`src/lfid_pkg.sv`:
```
`timescale 1ns / 1ps
// ----------------------------------------------------------------------------
// lfid_pkg
// Shared types, codes and defaults for the lowest-free ID allocator.
// ----------------------------------------------------------------------------
package lfid_pkg;

    // Width of IDs, the base register and issued results
    localparam int ID_W = 64;

    // Default geometry of the ID store
    localparam int DEF_LEVELS    = 16;
    localparam int DEF_LEVEL_LEN = 64;

    // Request operation codes
    typedef enum logic [1:0] {
        OP_ALLOC     = 2'd0,
        OP_MARK_USED = 2'd1,
        OP_MARK_FREE = 2'd2,
        OP_CLEAR     = 2'd3
    } op_t;

    // Result status codes
    typedef enum logic [1:0] {
        STAT_OK    = 2'd0,
        STAT_FULL  = 2'd1,
        STAT_RANGE = 2'd2
    } status_t;

    // Controller states
    typedef enum logic [1:0] {
        S_IDLE,
        S_DIV,
        S_READ,
        S_APPLY
    } state_t;

    // Commands from controller to datapath
    typedef struct packed {
        logic accept;
        logic div_en;
        logic read_en;
        logic apply_en;
    } cmd_t;

    // Status from datapath to controller
    typedef struct packed {
        logic out_busy;
    } dp_status_t;

endpackage

```
`src/lfid_ctrl.sv`:
```
`timescale 1ns / 1ps
// ----------------------------------------------------------------------------
// lfid_ctrl
// Sequencer for one request: capture, level split, word read, apply.
// ----------------------------------------------------------------------------
module lfid_ctrl
    import lfid_pkg::*;
(
    input  logic       aclk,
    input  logic       aresetn,
    input  logic       s_tvalid,
    output logic       s_tready,
    input  dp_status_t dp_status,
    output cmd_t       cmd
);

    state_t state_reg;
    state_t state_next;

    // Hold state
    always_ff @(posedge aclk) begin
        if (!aresetn) begin
            state_reg <= S_IDLE;
        end else begin
            state_reg <= state_next;
        end
    end

    // Advance through the request steps
    always_comb begin
        state_next = state_reg;
        cmd        = '0;
        s_tready   = 1'b0;
        unique case (state_reg)
            S_IDLE: begin
                s_tready = 1'b1;
                if (s_tvalid) begin
                    cmd.accept = 1'b1;
                    state_next = S_DIV;
                end
            end
            S_DIV: begin
                cmd.div_en = 1'b1;
                state_next = S_READ;
            end
            S_READ: begin
                cmd.read_en = 1'b1;
                state_next  = S_APPLY;
            end
            S_APPLY: begin
                // wait while the previous result is still unclaimed
                if (!dp_status.out_busy) begin
                    cmd.apply_en = 1'b1;
                    state_next   = S_IDLE;
                end
            end
            default: begin
                state_next = S_IDLE;
            end
        endcase
    end

endmodule

```
`src/lfid_datapath.sv`:
```
`timescale 1ns / 1ps
// ----------------------------------------------------------------------------
// lfid_datapath
// Bitmap store, level flags, used count and result register of the allocator.
// ----------------------------------------------------------------------------
module lfid_datapath
    import lfid_pkg::*;
#(
    parameter int LEVELS    = DEF_LEVELS,
    parameter int LEVEL_LEN = DEF_LEVEL_LEN
) (
    input  logic            aclk,
    input  logic            aresetn,
    input  logic            cfg_valid,
    input  logic [ID_W-1:0] cfg_data,
    input  logic [ID_W-1:0] s_tdata,
    input  logic [1:0]      s_tuser,
    output logic            m_tvalid,
    input  logic            m_tready,
    output logic [ID_W-1:0] m_tdata,
    output logic [2:0]      m_tuser,
    input  cmd_t            cmd,
    output dp_status_t      dp_status
);

    localparam int TOTAL = LEVELS * LEVEL_LEN;
    localparam int LVL_W = (LEVELS > 1) ? $clog2(LEVELS) : 1;
    localparam int BIT_W = (LEVEL_LEN > 1) ? $clog2(LEVEL_LEN) : 1;
    localparam int OFF_W = (TOTAL > 1) ? $clog2(TOTAL) : 1;
    localparam int CNT_W = $clog2(TOTAL + 1);
    localparam int PW    = LVL_W + BIT_W + 1;
    localparam int RSH   = 32;
    localparam int MUL_W = OFF_W + RSH + 1;

    // Reciprocal of the level length; exact for offsets below 2^16
    localparam logic [RSH:0]       RECIP = (RSH + 1)'((64'd1 << RSH) / LEVEL_LEN + 64'd1);
    localparam logic [BIT_W:0]     LEN_C = (BIT_W + 1)'(LEVEL_LEN);
    localparam logic [ID_W-1:0]    TOTAL_C = ID_W'(TOTAL);
    localparam logic [LEVEL_LEN-1:0] ONES = '1;

    // Bitmap memory, one word per level
    logic [LEVEL_LEN-1:0] mem [LEVELS];

    logic [ID_W-1:0]      base_reg;
    op_t                  op_reg;
    logic [OFF_W-1:0]     off_reg;
    logic                 range_ok_reg;
    logic [LVL_W-1:0]     q_reg;
    logic [LVL_W-1:0]     lvl_reg;
    logic [OFF_W-1:0]     lvl_base_reg;
    logic [BIT_W-1:0]     bit_reg;
    logic [LEVEL_LEN-1:0] rdata_reg;
    logic                 word_valid_reg;
    logic                 any_free_reg;
    logic [LEVELS-1:0]    valid_flags_reg;
    logic [LEVELS-1:0]    full_flags_reg;
    logic [CNT_W-1:0]     used_cnt_reg;
    logic                 m_valid_reg;
    logic [ID_W-1:0]      res_id_reg;
    status_t              res_status_reg;
    logic                 res_all_free_reg;

    // Offset of the requested ID from the first issued ID
    logic [ID_W-1:0] off64;
    assign off64 = s_tdata - base_reg - ID_W'(1);

    // Level of the offset by reciprocal multiply
    logic [MUL_W-1:0] prod;
    assign prod = MUL_W'(off_reg) * MUL_W'(RECIP);

    // Lowest level that is not full
    logic [LEVELS-1:0] nf_oh;
    logic [LVL_W-1:0]  free_lvl;
    logic              any_free;
    assign nf_oh    = ~full_flags_reg & (full_flags_reg + LEVELS'(1));
    assign any_free = ~(&full_flags_reg);

    always_comb begin
        free_lvl = '0;
        for (int i = 0; i < LEVELS; i++) begin
            if (nf_oh[i]) begin
                free_lvl = free_lvl | LVL_W'(i);
            end
        end
    end

    // Level chosen for the word read
    logic [LVL_W-1:0] lvl_sel;
    logic [PW-1:0]    sel_base;
    logic [PW-1:0]    q_base;
    assign lvl_sel  = (op_reg == OP_ALLOC) ? free_lvl : q_reg;
    assign sel_base = PW'(lvl_sel) * PW'(LEN_C);
    assign q_base   = PW'(q_reg) * PW'(LEN_C);

    // Current word and lowest zero bit
    logic [LEVEL_LEN-1:0] word;
    logic [LEVEL_LEN-1:0] zero_oh;
    logic [BIT_W-1:0]     zero_bit;
    logic [LEVEL_LEN-1:0] bit_oh;
    assign word    = word_valid_reg ? rdata_reg : '0;
    assign zero_oh = ~word & (word + LEVEL_LEN'(1));
    assign bit_oh  = LEVEL_LEN'(1) << bit_reg;

    always_comb begin
        zero_bit = '0;
        for (int i = 0; i < LEVEL_LEN; i++) begin
            if (zero_oh[i]) begin
                zero_bit = zero_bit | BIT_W'(i);
            end
        end
    end

    // Effect of the request on word, flags and count
    logic [LEVEL_LEN-1:0] new_word;
    logic                 do_write;
    logic                 cnt_inc;
    logic                 cnt_dec;
    logic                 clear_all;
    logic [ID_W-1:0]      res_id;
    status_t              res_status;
    logic [CNT_W-1:0]     used_next;

    always_comb begin
        new_word   = word;
        do_write   = 1'b0;
        cnt_inc    = 1'b0;
        cnt_dec    = 1'b0;
        clear_all  = 1'b0;
        res_id     = '0;
        res_status = STAT_OK;
        unique case (op_reg)
            OP_ALLOC: begin
                if (any_free_reg) begin
                    new_word = word | zero_oh;
                    do_write = 1'b1;
                    cnt_inc  = 1'b1;
                    res_id   = base_reg + ID_W'(lvl_base_reg) + ID_W'(zero_bit) + ID_W'(1);
                end else begin
                    res_status = STAT_FULL;
                end
            end
            OP_MARK_USED: begin
                if (range_ok_reg) begin
                    new_word = word | bit_oh;
                    do_write = 1'b1;
                    cnt_inc  = ((word & bit_oh) == '0);
                end else begin
                    res_status = STAT_RANGE;
                end
            end
            OP_MARK_FREE: begin
                if (range_ok_reg) begin
                    new_word = word & ~bit_oh;
                    do_write = 1'b1;
                    cnt_dec  = ((word & bit_oh) != '0);
                end else begin
                    res_status = STAT_RANGE;
                end
            end
            OP_CLEAR: begin
                clear_all = 1'b1;
            end
            default: begin
                clear_all = 1'b0;
            end
        endcase
    end

    always_comb begin
        priority if (clear_all) begin
            used_next = '0;
        end else if (cnt_inc) begin
            used_next = used_cnt_reg + CNT_W'(1);
        end else if (cnt_dec) begin
            used_next = used_cnt_reg - CNT_W'(1);
        end else begin
            used_next = used_cnt_reg;
        end
    end

    // Payload pipeline registers
    always_ff @(posedge aclk) begin
        if (cmd.accept) begin
            op_reg       <= op_t'(s_tuser);
            off_reg      <= off64[OFF_W-1:0];
            range_ok_reg <= (off64 < TOTAL_C);
        end
        if (cmd.div_en) begin
            q_reg <= prod[RSH +: LVL_W];
        end
        if (cmd.read_en) begin
            lvl_reg        <= lvl_sel;
            lvl_base_reg   <= sel_base[OFF_W-1:0];
            bit_reg        <= BIT_W'(off_reg - q_base[OFF_W-1:0]);
            rdata_reg      <= mem[lvl_sel];
            word_valid_reg <= valid_flags_reg[lvl_sel];
            any_free_reg   <= any_free;
        end
        if (cmd.apply_en) begin
            res_id_reg       <= res_id;
            res_status_reg   <= res_status;
            res_all_free_reg <= (used_next == '0);
        end
    end

    // Write back the level word
    always_ff @(posedge aclk) begin
        if (cmd.apply_en && do_write) begin
            mem[lvl_reg] <= new_word;
        end
    end

    // Level flags, used count, base and result valid
    always_ff @(posedge aclk) begin
        if (!aresetn) begin
            valid_flags_reg <= '0;
            full_flags_reg  <= '0;
            used_cnt_reg    <= '0;
            base_reg        <= '0;
            m_valid_reg     <= 1'b0;
        end else begin
            if (cfg_valid && (used_cnt_reg == '0)) begin
                base_reg <= cfg_data;
            end
            if (cmd.apply_en) begin
                used_cnt_reg <= used_next;
                if (clear_all) begin
                    valid_flags_reg <= '0;
                    full_flags_reg  <= '0;
                end else if (do_write) begin
                    valid_flags_reg[lvl_reg] <= 1'b1;
                    full_flags_reg[lvl_reg]  <= (new_word == ONES);
                end
            end
            if (cmd.apply_en) begin
                m_valid_reg <= 1'b1;
            end else if (m_tready) begin
                m_valid_reg <= 1'b0;
            end
        end
    end

    assign dp_status.out_busy = m_valid_reg && !m_tready;

    assign m_tvalid = m_valid_reg;
    assign m_tdata  = res_id_reg;
    assign m_tuser  = {res_all_free_reg, res_status_reg};

endmodule

```
`src/lowest_free_id_allocator_core.sv`:
```
`timescale 1ns / 1ps
// ----------------------------------------------------------------------------
// lowest_free_id_allocator_core
// Lowest-free ID allocator over a leveled bitmap with mark and clear requests.
// ----------------------------------------------------------------------------
// Each request runs through the steps of the sequencer: accept and offset
// subtract, level split by a reciprocal multiply, read of the level word
// from the bitmap memory, then find-first-zero and write back. The result
// register is loaded in the write-back step. Requests are not taken while
// the sequencer is busy with the previous one, and each request makes a
// single read-then-write of the memory. A new request is accepted as soon
// as the sequencer is idle, even while the previous result still waits on
// the master side; a result waiting there delays the write-back step of
// the next request only. Issued IDs are
// base_id + level * LEVEL_LEN + bit + 1; clear-all empties the store in one
// step with no memory sweep. Write base_id only while all IDs are free
// (m_tuser all_free high); other writes are dropped.
// ----------------------------------------------------------------------------
module lowest_free_id_allocator_core
    import lfid_pkg::*;
#(
    parameter int LEVELS    = DEF_LEVELS,
    parameter int LEVEL_LEN = DEF_LEVEL_LEN
) (
    input  logic            aclk,
    input  logic            aresetn,
    // base_id write channel
    input  logic            cfg_valid,
    output logic            cfg_ready,
    input  logic [ID_W-1:0] cfg_data,     // base_id
    // request channel
    input  logic            s_tvalid,
    output logic            s_tready,
    input  logic [ID_W-1:0] s_tdata,      // [63:0] id
    input  logic [1:0]      s_tuser,      // [1:0] operation
    // result channel
    output logic            m_tvalid,
    input  logic            m_tready,
    output logic [ID_W-1:0] m_tdata,      // [63:0] result_id
    output logic [2:0]      m_tuser       // [1:0] status, [2] all_free
);

    cmd_t       cmd;
    dp_status_t dp_status;

    assign cfg_ready = 1'b1;

    lfid_ctrl u_ctrl (
        .aclk      (aclk),
        .aresetn   (aresetn),
        .s_tvalid  (s_tvalid),
        .s_tready  (s_tready),
        .dp_status (dp_status),
        .cmd       (cmd)
    );

    lfid_datapath #(
        .LEVELS    (LEVELS),
        .LEVEL_LEN (LEVEL_LEN)
    ) u_datapath (
        .aclk      (aclk),
        .aresetn   (aresetn),
        .cfg_valid (cfg_valid),
        .cfg_data  (cfg_data),
        .s_tdata   (s_tdata),
        .s_tuser   (s_tuser),
        .m_tvalid  (m_tvalid),
        .m_tready  (m_tready),
        .m_tdata   (m_tdata),
        .m_tuser   (m_tuser),
        .cmd       (cmd),
        .dp_status (dp_status)
    );

endmodule

```
`config.mk`:
```
export PLATFORM = sky130hd
export DESIGN_NAME = lowest_free_id_allocator_core
export DESIGN_NICKNAME = d
export VERILOG_FILES = /design/src/lfid_pkg.sv /design/src/lfid_ctrl.sv /design/src/lfid_datapath.sv /design/src/lowest_free_id_allocator_core.sv
export SDC_FILE = /design/constraint.sdc
export NUM_CORES = 2
export LEC_CHECK = 0
export BUFFER_PORTS_ARGS = -buffer_cell sky130_fd_sc_hd__buf_2
export CAP_MARGIN = 20
export CELL_PAD_IN_SITES_DETAIL_PLACEMENT = 0
export CELL_PAD_IN_SITES_GLOBAL_PLACEMENT = 2
export CORE_MARGIN = 5
export CORE_UTILIZATION = 45
export DETAILED_ROUTE_END_ITERATION = 10
export PLACE_DENSITY = 0.8
export RECOVER_POWER = 25
export SLEW_MARGIN = 15
export SYNTH_ARGS = -nofsm -noshare
export SYNTH_HDL_FRONTEND = slang
export SYNTH_HIERARCHICAL = 1
export SYNTH_SLANG_ARGS = --single-unit
```
`constraint.sdc`:
```
create_clock -name aclk -period 18.35 [get_ports aclk]
set_clock_uncertainty 0.05 [all_clocks]
set_input_delay 1.835 -clock aclk [delete_from_list [all_inputs] [get_ports aclk]]
set_output_delay 1.835 -clock aclk [all_outputs]
set_load 0.02 [all_outputs]
```
* Yosys cells after proc, flatten, opt, wreduce, memory -nomap -nowiden
Memory sizes are Yosys's and may differ from the RTL's. A register that Yosys moved wholly into a read port is not among the register bits.
Index checks and enable logic that the tools add are counted.
** Cells by class
- Add/subtract/negate cells :: 10
- $mul :: 1
- $lt $le $gt $ge :: 4
- Equality and inequality tests :: 13
- Shift-type cells :: 1
- Mux-type cells :: 162
- Bitwise gates (word level) :: 11
- Reductions and logical operators :: 14
** Operator list (count)
- 2-to-1 mux 64 bit :: 11
- 2-to-1 mux 16 bit :: 18
- bitwise AND 64 bit :: 3
- 2-to-1 mux 6 bit :: 32
- case mux 64 bit (3 select lines) :: 1
- adder 64 x 1 -> 64 bit (second input constant) :: 2
- NOT 64 bit :: 2
- bitwise OR 64 bit :: 2
- 2-to-1 mux 11 bit :: 8
- 2-to-1 mux 5 bit :: 16
- 2-to-1 mux 4 bit :: 17
- adder 64 x 10 -> 64 bit :: 1
- adder 64 x 6 -> 64 bit :: 1
- == test 64 bit (second input constant) :: 1
- zero test 64 bit :: 1
- < comparator 64 x 11 -> 1 bit (second input constant) :: 1
- nonzero test 64 bit :: 1
- << shifter 1 x 6 -> 64 bit (first input constant) :: 1
- subtractor 64 x 1 -> 64 bit (second input constant) :: 1
- subtractor 64 bit :: 1
- multiplier 10 x 27 -> 36 bit (second input constant) :: 1
- 2-to-1 mux 1 bit :: 32
- 2-to-1 mux 2 bit :: 12
- 2-to-1 mux 3 bit :: 8
- 28 further kinds :: 42
** Storage, ports and cells
- Register bits after elaboration :: 206
- RAM bits :: 1024
- Input bits :: 135
- Memories :: 1
** Memory list
- u_datapath.mem :: depth 16, bits a word 64, read ports 1, clocked after memory_dff 1, write ports 1, line lfid_datapath.sv:42 : logic [LEVEL_LEN-1:0] mem [LEVELS];

* Longest topological paths before layout
- Word-level depth :: 70
- Depth in mapped cells :: 31
- Depth with buffers taken out :: 26

* Hierarchy
The synthesis kept the hierarchy.
** By module, submodules not included
- lfid_datapath :: times used 1, cells an instance 4321, area each 59371.9 µm², sequential area each 37716.2 µm²
- lfid_ctrl :: times used 1, cells an instance 17, area each 165.2 µm², sequential area each 40.0 µm²
- lowest_free_id_allocator_core :: times used 1, cells an instance 2, area each 11.3 µm², sequential area each 0.0 µm²

* Worst setup path before layout
No wires, ideal clock.
- Path kind :: input to register
- From :: input port m_tready
- To :: memory u_datapath/mem[15][0] (netlist bit) (enable)
- Library setup time :: 0.487 ns
- Arrival time :: 6.332 ns
- Data required time :: 17.813 ns
- Slack :: 11.482 ns
- Stages on the path :: 6
- Cells stage by stage :: nor2b_1 and2b_2 clkbuf_1 and2_1 nand3_1 nor2_1
** RTL lines
- from (decl) :: line lowest_free_id_allocator_core.sv:38 : input logic m_tready,
- to (decl) :: line lfid_datapath.sv:42

* Final worst setup path
- From :: register u_datapath.op_reg[1]
- To :: register u_datapath.full_flags_reg[12]
** On the way
- Cells in the longest elaborated chain, start to end :: 13
- Elaborated cells on any way between the ends :: 20
- Classes of those cells :: eq/ne: 5; mux: 13; reduce/logical: 2
** RTL lines
- from (decl) :: line lfid_datapath.sv:45 : op_t op_reg;
- from (signal assigned) :: line lfid_datapath.sv:184 : op_reg <= op_t'(s_tuser);
- == test 2 bit, or another cell as far along :: line lfid_datapath.sv:131 : unique case (op_reg)
- case mux 64 bit (3 select lines) (*) :: line lfid_datapath.sv:131
- via u_datapath.new_word[7] :: line lfid_datapath.sv:114 : logic [LEVEL_LEN-1:0] new_word;
- == test 64 bit (*) :: line lfid_datapath.sv:232 : full_flags_reg[lvl_reg] <= (new_word == ONES);
- bitwise mux 16 bit (*) :: line lfid_datapath.sv:232
- 2-to-1 mux 16 bit (*) :: line lfid_datapath.sv:230 : end else if (do_write) begin
- 2-to-1 mux 16 bit (*) :: line lfid_datapath.sv:227 : if (clear_all) begin
- 2-to-1 mux 16 bit (*) :: line lfid_datapath.sv:225 : if (cmd.apply_en) begin
- 2-to-1 mux 16 bit (*) :: line lfid_datapath.sv:215 : if (!aresetn) begin
- 2-to-1 mux 16 bit (*) :: line lfid_datapath.sv:227
- 2-to-1 mux 16 bit (*) :: line lfid_datapath.sv:225
- 2-to-1 mux 16 bit (*) :: line lfid_datapath.sv:215
- 2-to-1 mux 16 bit (*) :: line lfid_datapath.sv:225
- 2-to-1 mux 16 bit (*) :: line lfid_datapath.sv:215
- to (signal, indexed assignment) :: line lfid_datapath.sv:232
- to (decl) :: line lfid_datapath.sv:56 : logic [LEVELS-1:0] full_flags_reg;
The timed path passes the listed nets; every way through them passes the cells marked *. The select of a mux whose other input is x is not followed.
A chain may end at the register's enable or synchronous reset.

==> results.tsv <==
metric	value	unit
drt_first_iter_violations	4087	
utilization	51.2	%
slowest_cell_on_crit_path	clkbuf_1	
critPathMaxStageDelay	1.36	ns
floorplan.die_area	0.140	mm^2
clk_latency	0.79	ns
dp.cells	6180	
flop_and_latch_count_out_of_synthesis	1294	
setup-tns-final	0	ns
finalHoldViolCount	0	
cts_buffer_depth	3	
cp.required	18.97	ns
worst-slew-pin-transition	3.91	ns
p_switching	2.83	mW
layout.nets	4791	
p_comb_share	26.9	%
vdd.ir_drop.worst	0.0000928	V
yosys_warnings	6	
num-fill-cells	11200	
grt.overflow.total	0	
die_w	374	um
p_seq_share	42.2	%
final_critical_path_setup_slack	9.73	ns
violated_checks	max-capacitance violations, max-slew violations	
mappedNetlistArea	0.0595	mm^2
drt_pass1_iterations	6	
post_synth_num_cell_types	100	
finalWeightedCongestion	1.03	
max_flop_register	u_datapath/mem	
pin_count_of_the_biggest_net_entering_global_routing	110	
synth_async_reset_ratio	0	%
overall_routed_net_length	184	mm
commonest_cells_post_synth	edfxtp_1 (1184), nand2_1 (537), mux4_2 (260), a21oi_1 (243), nor2_1 (206)	
yosysMostFrequentCell	edfxtp_1	
design.portCount	205	
netlist.area_leader.share	59.7	%
startpoint_type	flip-flop	
synthToLayoutAreaGrowth	13.1	%
ctsRootBufferMaster	clkbuf_16	
cell_count_after_synthesis	4340	
crit_path_cell_trace	ha_1 > clkbuf_1 > or2_0 > nor2_1 > nand2_1 > nand3_1 > o21ai_0 > buf_4 > nor4bb_1 > nand4_1 > nor2_1 > nand4_2 > nor4_4 > nand4_4 > mux2i_4	
criticalPathCategory	flip-flop to flip-flop	
via_cell_ratio	6.13	
cellLeakagePower	21.9	nW
final_critical_path_time_including_i_o_delays_and_setup	8.62	ns
synth.avg_cell_area	13.7	um^2
fin_crit_sh	47.0	%
worst-path-max-fanout	27	
drive_above_1_share	16.6	%
rsz0062_at_grt	no	
cellPowerDensity	130	mW/mm^2
run_status	complete, but fails checks	
wire_length_of_the_first_global_routing_pass	270	mm
internal-power	5.90	mW
final-instance-count-excl-fill	6440	
drv.max_cap_violation_count	12	
cp_top_family	simple AND/OR/NAND/NOR gates	
area_of_the_multi_input_gates	0.0206	mm^2
cts.repair.resized	0	
tritoncts	built	
power_frac_clock	30.9	%
post-cts-setup-buffer-count	0	
cp_num_buf_inv	2	
design.core.area	0.131	mm^2
hpwl	116	mm
groute.usage.overall	25.8	%
post_placement_setup_slack	11.38	ns
final-max-slew-violation-count	565	
ff_latch_area	0.0378	mm^2
min-delay-path-class	flip-flop to flip-flop	
number_of_nets_produced_by_synthesis	4562	
detail-route-antenna-nets	0	
core_rows	133	
switching_share	32.4	%
post_synth_main_area_contributors	edfxtp_1 (60%), mux4_2 (9.8%), dfxtp_1 (3.7%)	
grt_antenna_before_repair	10	
synth-seq-area-share	63.4	%
setup_viol_count_final	0	
highest_attainable_clock_frequency	0.116	GHz
cp.arrival	9.24	ns
number_of_h_tree_branching_levels	4	
cts.hold.buffers_added	0	
synth_edf_count	1184	
placement.io_buffers	203	
clkSlewWorstSetupHoldPaths	0.06	ns
path_common_cell	nor2_1	
synth_top_flop_cell	edfxtp_1	
chipHeight	374	um
tritoncts.num_buffers	137	
remaining_drc_errors	0	
num_vias	39500	
clock_sink_count	1294	
largest_register_ff_count	1024	
routedWlPerCell	28.5	um
final_area	0.0674	mm^2
synth_area_leader_cell	edfxtp_1	
initial_core_util	45.3	%
max_slew_margin	-161	%
post_dp_cell_area	0.0631	mm^2
grt_pass1_vias	38800	
critPathCaptureType	flip-flop	
==> path summary, 6_finish.rpt <==
| path | start | endpoint | slack (ns) | depth (start not counted) |
|---|---|---|---|---|
| min | u_datapath/off_reg[9] | u_datapath/q_reg[3] | 0.37 | 0 |
| min reg2reg | u_datapath/off_reg[9] | u_datapath/q_reg[3] | 0.37 | 0 |
| max | u_datapath/op_reg[1] | u_datapath/full_flags_reg[12] | 9.73 | 15 |
| max reg2reg | u_datapath/op_reg[1] | u_datapath/full_flags_reg[12] | 9.73 | 15 |
==> power groups by stage <==
stage	Combinational (mW)	Clock [mW]	Sequential (mW)
3_3_place_gp	2.33	0	3.74
5_1_grt	2.52	2.89	3.69
2_1_floorplan	1.52	0	3.70
4_1_cts	2.35	2.76	3.67
3_5_place_dp	2.34	0	3.73
6_report	2.35	2.70	3.69
==> routing by layer <==
layer | GRT usage (%) | vias up | wire, um
li1 | - | 17300 | -
met1 | 36.8 | 20100 | 79000
met2 | 40.7 | 1715 | 85300
met3 | 4.60 | 309 | 13600
met4 | 8.33 | 4 | 5840
met5 | 0 | - | 21
==> placed cells by master, fill, tap and decap left out, types with 130 or more instances in the layout <==
cell type,synthesis,final
edfxtp_1,1184,1184
mux4_2,260,260
clkbuf_1,192,130
nand2_1,537,537
o21ai_0,141,136
clkbuf_16,0,137
nor2_1,206,187
a21oi_1,243,242
buf_2,7,132
nand3_1,132,131
==> worst register-to-register path, stage by stage, from the launching register on <==
cell,delay [ns]
edfxtp_1,0.43
ha_1,1.06
clkbuf_1,1.39
or2_0,1.29
nor2_1,0.69
nand2_1,0.24
nand3_1,0.09
o21ai_0,0.18
buf_4,0.28
nor4bb_1,0.66
nand4_1,0.51
nor2_1,0.27
nand4_2,0.14
nor4_4,0.43
nand4_4,0.46
mux2i_4,0.33
==> final cells by class <==
class                   instances  area share [%]
flip-flops and latches       1294            56.1
multi-input cells            2680            30.7
clock buffers                 177            5.37
well taps                    1755            3.26
repair buffers                327            2.69
clock inverters                72            1.22
inverters                     129           0.723
diodes                          6          0.0223
==> stage by stage <==
stage / total power, mW / hold slack (ns)
floorplan: 5.23 / 0.350
global placement: 6.07 / 0.357
detailed placement: 6.07 / 0.357
CTS: 8.78 / 0.372
global route: 9.10 / 0.382
finish: 8.73 / 0.371
==> cell families after synthesis <==
family          after synthesis  share of synthesized area [%]
xor+xnor                     98                           1.44
fa+ha+maj                    87                           1.85
flops                      1294                           63.4
compound gates              859                           9.25
mux                         288                           10.4
buf+inv                     366                           2.39
other cells                   1                        0.00630
simple gates               1347                           11.3
Note: power is estimated with default switching activity, not from simulation.
